<file path="src/rtl/i2cpb_pkg.sv">
// Shared types, codes and stream field positions for the I2C bus to packet bridge.
package i2cpb_pkg;

    localparam int QUEUE_DEPTH_DEF = 128;

    localparam int SDATA_W = 16;
    localparam int SUSER_W = 2;
    localparam int MDATA_W = 16;
    localparam int MUSER_W = 3;

    // bit positions in m_tdata
    localparam int MD_SEND_VALID  = 0;
    localparam int MD_SEND_VALUE  = 1;
    localparam int MD_DRIVE_VALID = 9;
    localparam int MD_DRIVE_LEVEL = 10;
    localparam int MD_HALT        = 11;
    localparam int MD_RESUME      = 12;

    typedef enum logic [1:0] {
        KIND_SDA  = 2'd0,
        KIND_SCL  = 2'd1,
        KIND_ACK  = 2'd2,
        KIND_DATA = 2'd3
    } kind_t;

    typedef enum logic [2:0] {
        PKT_START   = 3'd0,
        PKT_STOP    = 3'd1,
        PKT_ADDRESS = 3'd2,
        PKT_WRITE   = 3'd3,
        PKT_READREQ = 3'd4,
        PKT_MACK    = 3'd5
    } pkt_t;

    typedef enum logic [4:0] {
        PH_IDLE     = 5'b00001,
        PH_ADDRESS  = 5'b00010,
        PH_READ     = 5'b00100,
        PH_WRITE    = 5'b01000,
        PH_RESPONSE = 5'b10000
    } phase_t;

    typedef struct packed {
        logic       send_valid;
        pkt_t       send_type;
        logic [7:0] send_value;
        logic       drive_valid;
        logic       drive_level;
        logic       halt_request;
        logic       resume;
        logic       last;
    } result_t;

endpackage

</file>
<file path="src/rtl/i2c_bus_to_packet_bridge_core.sv">
// Top level of the I2C bus to packet bridge: event decode, bit queue and result buffer.
//
//  channel | direction | tdata / tuser / tlast
//  s_      | in        | tdata: sda_level, scl_level, packet_value; tuser: kind
//  m_      | out       | tdata: send_valid, send_value, drive_valid, drive_level,
//          |           |        halt_request, resume; tuser: send_type; tlast: last
//
// An accepted item is decoded while it sits in the input register, and its first result
// is registered as the item leaves it; a new item is taken every cycle while the buffer has
// room. The item after a two-result item waits in the input register, as the result port
// delivers one per cycle while m_tready is high. Reset is synchronous; the queue RAM needs
// no clearing pass. m_tready low backs up through the result buffer into the input register.
module i2c_bus_to_packet_bridge_core #(
    parameter int QUEUE_DEPTH = i2cpb_pkg::QUEUE_DEPTH_DEF
) (
    input  logic                          aclk,
    input  logic                          aresetn,
    input  logic                          s_tvalid,
    output logic                          s_tready,
    // [0] sda_level, [1] scl_level, [9:2] packet_value, rest zero
    input  logic [i2cpb_pkg::SDATA_W-1:0] s_tdata,
    // [1:0] kind
    input  logic [i2cpb_pkg::SUSER_W-1:0] s_tuser,
    output logic                          m_tvalid,
    input  logic                          m_tready,
    // [0] send_valid, [8:1] send_value, [9] drive_valid, [10] drive_level,
    // [11] halt_request, [12] resume, rest zero
    output logic [i2cpb_pkg::MDATA_W-1:0] m_tdata,
    // [2:0] send_type
    output logic [i2cpb_pkg::MUSER_W-1:0] m_tuser,
    output logic                          m_tlast
);
    import i2cpb_pkg::*;

    localparam int PTR_W     = $clog2(QUEUE_DEPTH);
    localparam int CNT_W     = $clog2(QUEUE_DEPTH + 1);
    localparam int LEN_W     = 4;
    localparam int BYTE_BITS = 8;
    localparam int ENTRY_W   = LEN_W + BYTE_BITS;

    // input register
    logic        in_valid_reg;
    kind_t       in_kind_reg;
    logic        in_sda_reg;
    logic        in_scl_reg;
    logic [7:0]  in_value_reg;

    // bus state
    phase_t      phase_reg, phase_next;
    logic [7:0]  bit_cnt_reg, bit_cnt_next;
    logic [7:0]  shift_reg, shift_next;
    logic        read_xfer_reg, read_xfer_next;
    logic        tgt_acked_reg, tgt_acked_next;
    logic        mst_acks_reg, mst_acks_next;
    logic        prev_sda_reg, prev_sda_next;
    logic        prev_scl_reg, prev_scl_next;

    // bit queue: front entry in flops, the rest as entries in RAM
    logic [LEN_W-1:0] front_len_reg, front_len_next;
    logic [7:0]       front_data_reg, front_data_next;
    logic [PTR_W-1:0] head_reg, head_next;
    logic [PTR_W-1:0] tail_reg, tail_next;
    logic [CNT_W-1:0] ent_cnt_reg, ent_cnt_next;
    logic [CNT_W-1:0] fill_reg, fill_next;

    logic               ram_wr_en;
    logic [PTR_W-1:0]   ram_rd_addr;
    logic [ENTRY_W-1:0] ram_wr_data;
    logic [ENTRY_W-1:0] ram_rd_data;

    // result buffer
    logic [1:0]  res_cnt_reg;
    result_t     res0_reg, res1_reg;
    result_t     res_a, res_b;

    // event decode
    pkt_t        send0_type, send1_type;
    logic [7:0]  send0_value, send1_value;
    logic [1:0]  nsend;
    logic [1:0]  n_res;
    logic        drive_en;
    logic        pop_req;
    logic        halt_ev;
    logic        resume_ev;
    logic        flush;
    logic [LEN_W-1:0] push_len;
    logic [7:0]       push_data;
    logic [CNT_W-1:0] free_bits;
    logic             pop_level;

    logic        out_free;
    logic        proc_fire;

    // ------------------------------------------------------------------
    // Event decode
    // ------------------------------------------------------------------
    always_comb begin
        logic [7:0] cnt_inc;
        logic [7:0] shift_in;
        logic       tgt_drives;
        logic       mack;

        phase_next     = phase_reg;
        bit_cnt_next   = bit_cnt_reg;
        shift_next     = shift_reg;
        read_xfer_next = read_xfer_reg;
        tgt_acked_next = tgt_acked_reg;
        mst_acks_next  = mst_acks_reg;
        prev_scl_next  = prev_scl_reg;
        send0_type     = PKT_START;
        send1_type     = PKT_START;
        send0_value    = 8'd0;
        send1_value    = 8'd0;
        nsend          = 2'd0;
        drive_en       = 1'b0;
        pop_req        = 1'b0;
        halt_ev        = 1'b0;
        resume_ev      = 1'b0;
        flush          = 1'b0;
        push_len       = '0;
        push_data      = 8'd0;
        cnt_inc        = bit_cnt_reg + 8'd1;
        shift_in       = {shift_reg[6:0], in_sda_reg};
        tgt_drives     = 1'b0;
        mack           = 1'b0;
        free_bits      = CNT_W'(QUEUE_DEPTH) - fill_reg;

        unique case (in_kind_reg)
            KIND_SDA: begin
                if (in_scl_reg) begin
                    if (prev_sda_reg && !in_sda_reg) begin
                        flush        = 1'b1;
                        send0_type   = PKT_START;
                        nsend        = 2'd1;
                        phase_next   = PH_ADDRESS;
                        bit_cnt_next = 8'd0;
                        shift_next   = 8'd0;
                    end else if (!prev_sda_reg && in_sda_reg) begin
                        send0_type = PKT_STOP;
                        nsend      = 2'd1;
                        phase_next = PH_IDLE;
                    end
                end
            end
            KIND_SCL: begin
                prev_scl_next = in_scl_reg;
                if (!prev_scl_reg && in_scl_reg) begin
                    if (phase_reg != PH_IDLE) begin
                        bit_cnt_next = cnt_inc;
                    end
                    if (phase_reg == PH_ADDRESS || phase_reg == PH_WRITE) begin
                        shift_next = shift_in;
                    end
                    if (phase_reg == PH_ADDRESS && cnt_inc == 8'd8) begin
                        read_xfer_next = shift_in[0];
                    end
                end else if (prev_scl_reg && !in_scl_reg) begin
                    tgt_drives = (phase_reg == PH_READ && bit_cnt_reg < 8'd8) ||
                                 (phase_reg == PH_RESPONSE && tgt_acked_reg &&
                                  bit_cnt_reg == 8'd0);
                    if (tgt_drives) begin
                        drive_en = 1'b1;
                        pop_req  = 1'b1;
                    end else if (phase_reg == PH_READ) begin
                        drive_en = 1'b1;
                    end else if (phase_reg == PH_RESPONSE && !read_xfer_reg) begin
                        drive_en = 1'b1;
                    end

                    if ((phase_reg == PH_ADDRESS || phase_reg == PH_WRITE) &&
                        bit_cnt_reg == 8'd8) begin
                        send0_type    = (phase_reg == PH_ADDRESS) ? PKT_ADDRESS : PKT_WRITE;
                        send0_value   = shift_reg;
                        nsend         = 2'd1;
                        phase_next    = PH_RESPONSE;
                        mst_acks_next = 1'b0;
                        bit_cnt_next  = 8'd0;
                        halt_ev       = 1'b1;
                    end else if (phase_reg == PH_READ && bit_cnt_reg == 8'd8) begin
                        phase_next    = PH_RESPONSE;
                        mst_acks_next = 1'b1;
                        bit_cnt_next  = 8'd0;
                    end else if (phase_reg == PH_RESPONSE) begin
                        // a low SDA sampled in the ack slot means the master acked
                        mack = mst_acks_reg && bit_cnt_reg == 8'd1;
                        if (mack) begin
                            send0_type  = PKT_MACK;
                            send0_value = {7'd0, !prev_sda_reg};
                        end
                        phase_next   = read_xfer_reg ? PH_READ : PH_WRITE;
                        bit_cnt_next = 8'd0;
                        shift_next   = 8'd0;
                        if (read_xfer_reg) begin
                            halt_ev = 1'b1;
                            if (mack) begin
                                send1_type = PKT_READREQ;
                                nsend      = 2'd2;
                            end else begin
                                send0_type = PKT_READREQ;
                                nsend      = 2'd1;
                            end
                        end else if (mack) begin
                            nsend = 2'd1;
                        end
                    end
                end
            end
            KIND_ACK: begin
                tgt_acked_next = in_value_reg != 8'd0;
                resume_ev      = 1'b1;
                if (fill_reg != CNT_W'(QUEUE_DEPTH)) begin
                    push_len  = LEN_W'(1);
                    push_data = {in_value_reg == 8'd0, 7'd0};
                    if (phase_reg == PH_RESPONSE && bit_cnt_reg == 8'd0) begin
                        drive_en = 1'b1;
                        pop_req  = 1'b1;
                    end
                end
            end
            KIND_DATA: begin
                resume_ev = 1'b1;
                push_data = in_value_reg;
                // drop the bits that do not fit
                push_len  = (free_bits >= CNT_W'(BYTE_BITS)) ? LEN_W'(BYTE_BITS)
                                                              : LEN_W'(free_bits);
                if (phase_reg == PH_READ && bit_cnt_reg == 8'd0) begin
                    drive_en = 1'b1;
                    pop_req  = 1'b1;
                end
            end
            default: begin
            end
        endcase
    end

    // ------------------------------------------------------------------
    // Bit queue: push first, then pop one bit from the front entry
    // ------------------------------------------------------------------
    always_comb begin
        logic [LEN_W-1:0] eff_len;
        logic [7:0]       eff_data;
        logic             to_mem;
        logic             take_mem;
        logic             popped;

        eff_len   = front_len_reg;
        eff_data  = front_data_reg;
        to_mem    = push_len != '0;
        take_mem  = 1'b0;
        popped    = 1'b0;
        pop_level = 1'b1;

        if (front_len_reg == '0) begin
            eff_len  = push_len;
            eff_data = push_data;
            to_mem   = 1'b0;
        end

        front_len_next  = eff_len;
        front_data_next = eff_data;

        if (pop_req && eff_len != '0) begin
            popped          = 1'b1;
            pop_level       = eff_data[7];
            front_len_next  = eff_len - LEN_W'(1);
            front_data_next = {eff_data[6:0], 1'b0};
            if (eff_len == LEN_W'(1)) begin
                // refill the front from the oldest entry, or take the new one
                if (ent_cnt_reg != '0) begin
                    front_len_next  = ram_rd_data[ENTRY_W-1 -: LEN_W];
                    front_data_next = ram_rd_data[BYTE_BITS-1:0];
                    take_mem        = 1'b1;
                end else if (to_mem) begin
                    front_len_next  = push_len;
                    front_data_next = push_data;
                    to_mem          = 1'b0;
                end
            end
        end

        tail_next    = tail_reg;
        head_next    = head_reg;
        if (to_mem) begin
            tail_next = (tail_reg == PTR_W'(QUEUE_DEPTH - 1)) ? '0 : tail_reg + PTR_W'(1);
        end
        if (take_mem) begin
            head_next = (head_reg == PTR_W'(QUEUE_DEPTH - 1)) ? '0 : head_reg + PTR_W'(1);
        end
        ent_cnt_next = ent_cnt_reg + CNT_W'(to_mem) - CNT_W'(take_mem);
        fill_next    = fill_reg + CNT_W'(push_len) - CNT_W'(popped);
        ram_wr_en    = proc_fire && to_mem;

        if (flush) begin
            front_len_next = '0;
            head_next      = '0;
            tail_next      = '0;
            ent_cnt_next   = '0;
            fill_next      = '0;
        end

        prev_sda_next = prev_sda_reg;
        if (in_kind_reg == KIND_SDA) begin
            prev_sda_next = in_sda_reg;
        end else if (pop_req) begin
            prev_sda_next = pop_level;
        end
    end

    assign ram_wr_data = {push_len, push_data};
    assign ram_rd_addr = proc_fire ? head_next : head_reg;

    i2cpb_ram #(
        .WIDTH (ENTRY_W),
        .DEPTH (QUEUE_DEPTH)
    ) u_queue_ram (
        .aclk    (aclk),
        .wr_en   (ram_wr_en),
        .wr_addr (tail_reg),
        .wr_data (ram_wr_data),
        .rd_addr (ram_rd_addr),
        .rd_data (ram_rd_data)
    );

    // ------------------------------------------------------------------
    // Result assembly and handshake
    // ------------------------------------------------------------------
    always_comb begin
        if (nsend != 2'd0) begin
            n_res = nsend;
        end else begin
            n_res = (drive_en || halt_ev || resume_ev) ? 2'd1 : 2'd0;
        end

        res_a.send_valid   = nsend != 2'd0;
        res_a.send_type    = send0_type;
        res_a.send_value   = send0_value;
        res_a.drive_valid  = drive_en;
        res_a.drive_level  = pop_req ? pop_level : 1'b1;
        res_a.halt_request = (n_res == 2'd1) && halt_ev;
        res_a.resume       = (n_res == 2'd1) && resume_ev;
        res_a.last         = n_res == 2'd1;

        res_b.send_valid   = 1'b1;
        res_b.send_type    = send1_type;
        res_b.send_value   = send1_value;
        res_b.drive_valid  = 1'b0;
        res_b.drive_level  = 1'b1;
        res_b.halt_request = halt_ev;
        res_b.resume       = resume_ev;
        res_b.last         = 1'b1;
    end

    assign out_free  = (res_cnt_reg == 2'd0) || (res_cnt_reg == 2'd1 && m_tready);
    assign proc_fire = in_valid_reg && (out_free || n_res == 2'd0);
    assign s_tready  = !in_valid_reg || proc_fire;

    always_ff @(posedge aclk) begin
        if (!aresetn) begin
            in_valid_reg <= 1'b0;
        end else if (s_tvalid && s_tready) begin
            in_valid_reg <= 1'b1;
        end else if (proc_fire) begin
            in_valid_reg <= 1'b0;
        end
    end

    always_ff @(posedge aclk) begin
        if (s_tvalid && s_tready) begin
            in_kind_reg  <= kind_t'(s_tuser);
            in_sda_reg   <= s_tdata[0];
            in_scl_reg   <= s_tdata[1];
            in_value_reg <= s_tdata[9:2];
        end
    end

    always_ff @(posedge aclk) begin
        if (!aresetn) begin
            phase_reg      <= PH_IDLE;
            bit_cnt_reg    <= 8'd0;
            shift_reg      <= 8'd0;
            read_xfer_reg  <= 1'b0;
            tgt_acked_reg  <= 1'b0;
            mst_acks_reg   <= 1'b0;
            prev_sda_reg   <= 1'b1;
            prev_scl_reg   <= 1'b1;
            front_len_reg  <= '0;
            front_data_reg <= 8'd0;
            head_reg       <= '0;
            tail_reg       <= '0;
            ent_cnt_reg    <= '0;
            fill_reg       <= '0;
        end else if (proc_fire) begin
            phase_reg      <= phase_next;
            bit_cnt_reg    <= bit_cnt_next;
            shift_reg      <= shift_next;
            read_xfer_reg  <= read_xfer_next;
            tgt_acked_reg  <= tgt_acked_next;
            mst_acks_reg   <= mst_acks_next;
            prev_sda_reg   <= prev_sda_next;
            prev_scl_reg   <= prev_scl_next;
            front_len_reg  <= front_len_next;
            front_data_reg <= front_data_next;
            head_reg       <= head_next;
            tail_reg       <= tail_next;
            ent_cnt_reg    <= ent_cnt_next;
            fill_reg       <= fill_next;
        end
    end

    always_ff @(posedge aclk) begin
        if (!aresetn) begin
            res_cnt_reg <= 2'd0;
        end else if (proc_fire && n_res != 2'd0) begin
            res_cnt_reg <= n_res;
        end else if (m_tvalid && m_tready) begin
            res_cnt_reg <= res_cnt_reg - 2'd1;
        end
    end

    always_ff @(posedge aclk) begin
        if (proc_fire && n_res != 2'd0) begin
            res0_reg <= res_a;
            res1_reg <= res_b;
        end else if (m_tvalid && m_tready && res_cnt_reg == 2'd2) begin
            // advance the second result of the pair
            res0_reg <= res1_reg;
        end
    end

    assign m_tvalid = res_cnt_reg != 2'd0;
    assign m_tdata  = {3'b000, res0_reg.resume, res0_reg.halt_request,
                       res0_reg.drive_level, res0_reg.drive_valid,
                       res0_reg.send_value, res0_reg.send_valid};
    assign m_tuser  = res0_reg.send_type;
    assign m_tlast  = res0_reg.last;

endmodule

</file>
<file path="src/rtl/i2cpb_ram.sv">
// Generic single-port-write, single-port-read RAM with registered, write-first read data.
module i2cpb_ram #(
    parameter int WIDTH = 8,
    parameter int DEPTH = 128
) (
    input  logic                     aclk,
    input  logic                     wr_en,
    input  logic [$clog2(DEPTH)-1:0] wr_addr,
    input  logic [WIDTH-1:0]         wr_data,
    input  logic [$clog2(DEPTH)-1:0] rd_addr,
    output logic [WIDTH-1:0]         rd_data
);

    logic [WIDTH-1:0] mem_reg [DEPTH];
    logic [WIDTH-1:0] rd_data_reg;

    always_ff @(posedge aclk) begin
        if (wr_en) begin
            mem_reg[wr_addr] <= wr_data;
        end
    end

    // forward a same-address write so a fresh entry is visible next cycle
    always_ff @(posedge aclk) begin
        if (wr_en && (wr_addr == rd_addr)) begin
            rd_data_reg <= wr_data;
        end else begin
            rd_data_reg <= mem_reg[rd_addr];
        end
    end

    assign rd_data = rd_data_reg;

endmodule

</file>
<file path="config.mk">
export PLATFORM = sky130hd
export DESIGN_NAME = i2c_bus_to_packet_bridge_core
export DESIGN_NICKNAME = d
export VERILOG_FILES = /design/src/rtl/i2cpb_pkg.sv /design/src/rtl/i2c_bus_to_packet_bridge_core.sv /design/src/rtl/i2cpb_ram.sv
export SDC_FILE = /design/constraint.sdc
export NUM_CORES = 2
export LEC_CHECK = 0
export BUFFER_PORTS_ARGS = -buffer_cell sky130_fd_sc_hd__buf_2
export CAP_MARGIN = 25
export CORE_ASPECT_RATIO = 0.6
export CORE_UTILIZATION = 50
export DETAILED_ROUTE_END_ITERATION = 7
export PLACE_DENSITY = 0.7
export RECOVER_POWER = 100
export SYNTH_ARGS = -nofsm -noshare
export SYNTH_HDL_FRONTEND = slang
export SYNTH_HIERARCHICAL = 1
export SYNTH_SLANG_ARGS = --single-unit
</file>
<file path="constraint.sdc">
create_clock -name aclk -period 13.04 [get_ports aclk]
set_input_delay 3.912 -clock aclk [delete_from_list [all_inputs] [get_ports aclk]]
set_output_delay 3.912 -clock aclk [all_outputs]
set_load 0.02 [all_outputs]
</file>
## Yosys cells after proc, flatten, opt, wreduce, memory -nomap -nowiden

Memories as Yosys holds them, arrays and structs flattened. A register that Yosys moved wholly into a read port is not among the register bits.
Cells that the tools add are included.

| storage, ports and cells | value |
|---|---|
| memory bits (writable) | 1,536 |
| output and inout bits | 22 |
| register bits after elaboration | 105 |
| memories | 1 |
| input bits | 22 |

| operators by class | value |
|---|---|
| equal/unequal tests | 31 |
| magnitude comparators | 2 |
| reduce and logical (&&, ||, !) cells | 68 |
| add/subtract/negate cells | 10 |
| bitwise gates (word level) | 5 |
| muxes and demuxes | 131 |

Memory list:

| name | words | bits a word | rd ports | clocked after memory_dff | write ports | line | text |
|---|---|---|---|---|---|---|---|
| u_queue_ram.mem_reg | 128 | 12 | 1 | 1 | 1 | i2cpb_ram.sv:14 | `logic [WIDTH-1:0] mem_reg [DEPTH];` |

Operators by type and width:

| kind | number |
|---|---|
| $mux 8 | 25 |
| $mux 1 | 53 |
| $mux 7 | 7 |
| $pmux 8 s2 | 3 |
| $mux 5 | 8 |
| $mux 17 | 2 |
| $mux 4 | 8 |
| $mux 3 | 9 |
| $logic_and 1x1->1 | 24 |
| $ne 3x3->1 const B | 7 |
| $mux 2 | 10 |
| $reduce_bool 2->1 | 10 |
| $eq 8x4->1 const B | 2 |
| $logic_not 8->1 | 2 |
| $reduce_bool 8->1 | 2 |
| $sub 8x1->8 | 2 |
| $add 7x1->7 const B | 2 |
| $eq 7x7->1 const B | 2 |
| $reduce_and 7->1 | 2 |
| $pmux 5 s2 | 1 |
| $reduce_and 9->1 | 1 |
| $add 8x1->8 | 1 |
| $add 8x1->8 const B | 1 |
| $add 8x4->8 | 1 |
| 33 further kinds | 62 |

## Longest topological paths before layout

| logic depth | value |
|---|---|
| depth in word-level cells | 18 |
| depth in mapped cells | 24 |

## By module

The synthesis kept the hierarchy.

Modules (own cells, without submodules):

| module | area each (um^2) | cells each | times used | seq. area each (um^2) |
|---|---|---|---|---|
| i2cpb_ram | 58,995.3 | 2,351 | 1 | 46,264.4 |
| i2c_bus_to_packet_bridge_core | 6,492.5 | 772 | 1 | 2,382.3 |

## Worst setup path before layout

OpenSTA, ideal clock, no wires.

| timing | value |
|---|---|
| path type | input-to-output |
| from | input port m_tready |
| to | output port s_tready |
| stages | 3 |
| setup slack | 4.668 ns |
| data required time | 9.128 ns |
| arrival | 4.460 ns |
| cell sequence | a21oi_1 > o21a_1 > nand2_1 |

| between the ends | value |
|---|---|
| cells in the longest elaborated chain, start to end | 5 |

Ends and longest elaborated chain:

| what | line | text |
|---|---|---|
| start, declared | i2c_bus_to_packet_bridge_core.sv:25 | `input logic m_tready,` |
| $logic_and 1x1->1 | i2c_bus_to_packet_bridge_core.sv:353 | `assign out_free = (res_cnt_reg == 2'd0) \|\| (res_cnt_reg == 2'd1 && m_tready);` |
| $logic_or 1x1->1 | i2c_bus_to_packet_bridge_core.sv:353 |  |
| $logic_or 1x1->1 | i2c_bus_to_packet_bridge_core.sv:354 | `assign proc_fire = in_valid_reg && (out_free \|\| n_res == 2'd0);` |
| $logic_and 1x1->1 | i2c_bus_to_packet_bridge_core.sv:354 |  |
| $logic_or 1x1->1 | i2c_bus_to_packet_bridge_core.sv:355 | `assign s_tready = !in_valid_reg \|\| proc_fire;` |
| end, declared | i2c_bus_to_packet_bridge_core.sv:19 | `output logic s_tready,` |

No other way between the ends.

## Worst setup path after layout

Ends and elaborated chain as after synthesis.

==> results list <==
* Run status: finished, violations left
* Failing checks: max-capacitance violations, max-slew violations
- Critical Path Start Type: input pin
- Buffers added to address setup during post-CTS repair amount to 0.
- After the first detailed-routing iteration, the DRC count stood at 4792.
* Fraction of final layout cells sized beyond drive strength 1: 0.226
- Kind of critical path: input pin to primary output
- Placed cell count: 4801
- Netlist area before placement: 0.0655 sq mm
- Once the clock tree was built, the resizer swapped 0 gates to a different size.
* Synthesis warning total: 6
- Count of buffers from port buffering: 34
* Critical-path cell list: clkbuf_1 > a21oi_1 > o21a_1 > nand2_1 > clkbuf_1
- Count of pins over their slew limit: 1819
- After synthesis the netlist holds a flip-flop and latch count of 1646.
- Prior to clock tree synthesis, the placed netlist has a worst setup slack of 4.26 ns.
- Ratio of final minimum period to clock period: 0.670
* Number of hold violations in the final report: 0
- At the end of the flow, the number of nets in the layout was ~3400.
- Setup repair after global routing left no endpoint under its margin.
* Post-Route WL: 157000 um
- STA puts the critical path data arrival time at 4.82 ns.
* Worst hold slack across all endpoints: 0.455 ns
* Detailed-route via count: about 33000
* Final count of negative-setup-slack endpoints: 0
- The register with the most flip-flops in the layout has ~1500 of them.
* Number of enable-type register cells in the synthesized netlist: 1568
* Normalized max-slew margin: -1.96
* Router iterations before antenna repair: 6
* Worst Hold Class: register to register
* Wire length of the first global-routing pass: 225000 um
- Type of destination of the critical path: primary output
- Top cell by count, worst path: clkbuf_1
* Num Clock Sinks: approximately 1600
- Across every metal layer, demand over resource in global routing totals 0.237.
- The clock passes through at most 3 buffers.
- Remaining antenna violation count after routing: 0
- The average instance in the mapped netlist occupies 21.0 sq um.
- From left edge to right edge, the die measures 469 um.
* Area grow syn2layout: 10.3%
* RePlAce Congestion: 0.895
* Final global-route overflow total: 0
- Clock network latency to the later pin of the worst-skew pair: 0.79 ns
- Row generation in the floorplan step produced 102 rows.
- The die covers 0.132 sq mm.
- In this run the worst path has a maximum fanout of 4.
- The floorplan step set the die height to roughly 280 um.
* Actual transition at the worst max-transition pin: 4.44 ns
* Number of non-filler instances in the completed layout: 5133
* Delay of the slowest cell on the worst path: 0.31 ns
- Entering global routing, the biggest net connects 121 pins.
- Max Clock Freq: 115 MHz
- Vias in the first global route: 31748
* Antenna Diode Count: 0
- TritonCTS built the clock tree.
- Design Power: about 10 mW
* Number of clock buffers inserted by TritonCTS: 143
* Setup skew after layout: ~0.032 ns
- CTS root buf: clkbuf_16
- Max-cap violations in this run came to 34.
* Detailed placer's ending HPWL: approximately 95000 um
* Leak Pwr: between 20 and 25 nW
* Effective utilization at floorplan: 0.506
* Htree depth: 4
* Setup Total Neg Slack: 0 ns
* DR WL/cell: 30.5 um
- Library cell contributing the largest single delay on the critical path: o21a_1
* Worst vdd ir: about 0.14 mV
- Synthesis produced 3123 cells.
- The number of antenna violations at the first check in global routing was 11.
- Area of the placeable core: 0.129 sq mm
- # DRC: 0
- Minimum clock period: 8.73 ns
* Power density of the placed cells: 142 mW/mm^2
- Vias/cell: 6.41
* Proportion of synthesized flip-flops having asynchronous set or reset: 0
- Post-synthesis sequential area ratio: 0.743
- Number of distinct standard cells referenced by the synthesized netlist: 79
* Data required, critical path: 9.13 ns
- Prevailing post-synth register cell: edfxtp_1
* Worst Setup Slack, final: 4.31 ns
* CTS Hold Bufs: 0
- Clock edge transition at the registers on the reported setup and hold paths: 0.06 ns
- I/O pin count: 44
-- power breakdown --
group / switching, mW / leakage [nW] / total, mW / internal, mW
Clock: 1.89 / 2.20 / 4.16 / 2.27
Sequential: 0.0147 / 16.6 / 5.84 / 5.82
Combinational: 0.229 / 4.65 / 0.295 / 0.0658
Total: 2.13 / 23.4 / 10.3 / 8.16
-- per-layer routing --
| layer | share of wire | vias to the layer above | wire, um | global-route usage |
|---|---|---|---|---|
| met4 | 0.016 | 0 | 2430 | 0.0536 |
| met1 | 0.41 | 17318 | 64200 | 0.365 |
| li1 | - | 13326 | - | - |
| met2 | 0.43 | 2060 | 67000 | 0.328 |
| met5 | 0 | - | 0 | 0 |
| met3 | 0.15 | 195 | 22800 | 0.0775 |
-- worst max-delay path, delay by kind of cell --
family          cells  cell delay [ns]
buf+inv             2             0.28
compound gates      2             0.51
simple gates        1             0.12
-- layout make-up --
class                      instances  area, sq um
clock buffer                     179         3780
clock inverter                    79          717
fill                            9499        57100
inverter                          52          200
multi-input combinational       1260        15900
sequential                      1646        48700
tap                             1716         2150
timing repair buffer             201          896
-- through the flow --
step                      utilization  cell area, sq um
after floorplan                     -             65500
after global placement          0.522             67500
after detailed placement        0.526             68100
after CTS                       0.561             72600
after global routing            0.558             72300
final                           0.558             72300
-- cell usage after synthesis (all sizes together) (3+ instances only) --
master,n,share of area
ha,43,0.0082
a31oi,7,0.00099
clkbuf,94,0.0054
xnor2,10,0.0013
o21ai,43,0.0035
nand2,92,0.0053
nor2b,15,0.0014
o311ai,5,0.00094
nand3b,5,0.00057
mux2,13,0.0022
edfxtp,1568,0.72
a21o,5,0.00057
dfxtp,78,0.024
or4,3,0.00040
or3,11,0.0011
nor4,7,0.00099
mux4,504,0.17
nand4,13,0.0015
nand3,41,0.0031
and2,19,0.0018
or3b,4,0.00053
o221ai,9,0.0012
xor2,12,0.0016
a211oi,4,0.00046
nor3,19,0.0015
nor2,204,0.012
a32o,4,0.00061
nand2b,8,0.00076
a21oi,59,0.0046
a22o,3,0.00040
o31ai,6,0.00076
o22ai,6,0.00057
inv,52,0.0030
o2111ai,6,0.00080
buf,73,0.0062
and3,20,0.0019
mux2i,11,0.0017
a22oi,13,0.0015
nor4b,3,0.00040
-- layout by cell type (no fill, tap or decap), types with 7 or more instances in the layout --
master,instances
clkinv_1,29
dfxtp_1,73
buf_4,12
a21oi_1,59
nor2b_1,15
xor2_1,12
mux2_2,13
inv_1,47
clkbuf_1,205
nand3_1,41
nand2b_1,8
o221ai_1,9
buf_2,12
edfxtp_1,1568
inv_6,8
or3_1,10
xnor2_1,10
mux2i_1,11
nand2_1,92
nor2_1,203
nand4_1,13
a22oi_1,13
ha_1,43
clkbuf_16,146
bufinv_16,10
and2_1,7
mux4_2,504
clkinv_2,23
o21ai_0,38
and2_0,12
nor3_1,18
and3_1,20
-- logic make-up after synthesis --
group           Yosys count  share of synthesized area
buf+inv                 219                     0.0145
xor+xnor                 22                    0.00294
compound gates          188                     0.0192
simple gates            474                     0.0344
flops                  1646                      0.743
fa+ha+maj                45                    0.00883
other cells               1                  0.0000573
mux                     528                      0.177
-- path summary, 6_finish.rpt --
path,cells past startpoint,slack (ns),to,start
max,5,4.31,s_tready,m_tready
min,2,0.46,mst_acks_reg$_SDFFE_PN0P_,mst_acks_reg$_SDFFE_PN0P_
max reg2reg,14,4.93,u_queue_ram/mem_reg[102][9]$_DFFE_PP_,fill_reg[0]$_SDFFE_PN0P_
min reg2reg,2,0.46,mst_acks_reg$_SDFFE_PN0P_,mst_acks_reg$_SDFFE_PN0P_
No activity file was read; power rests on OpenSTA's default activity.
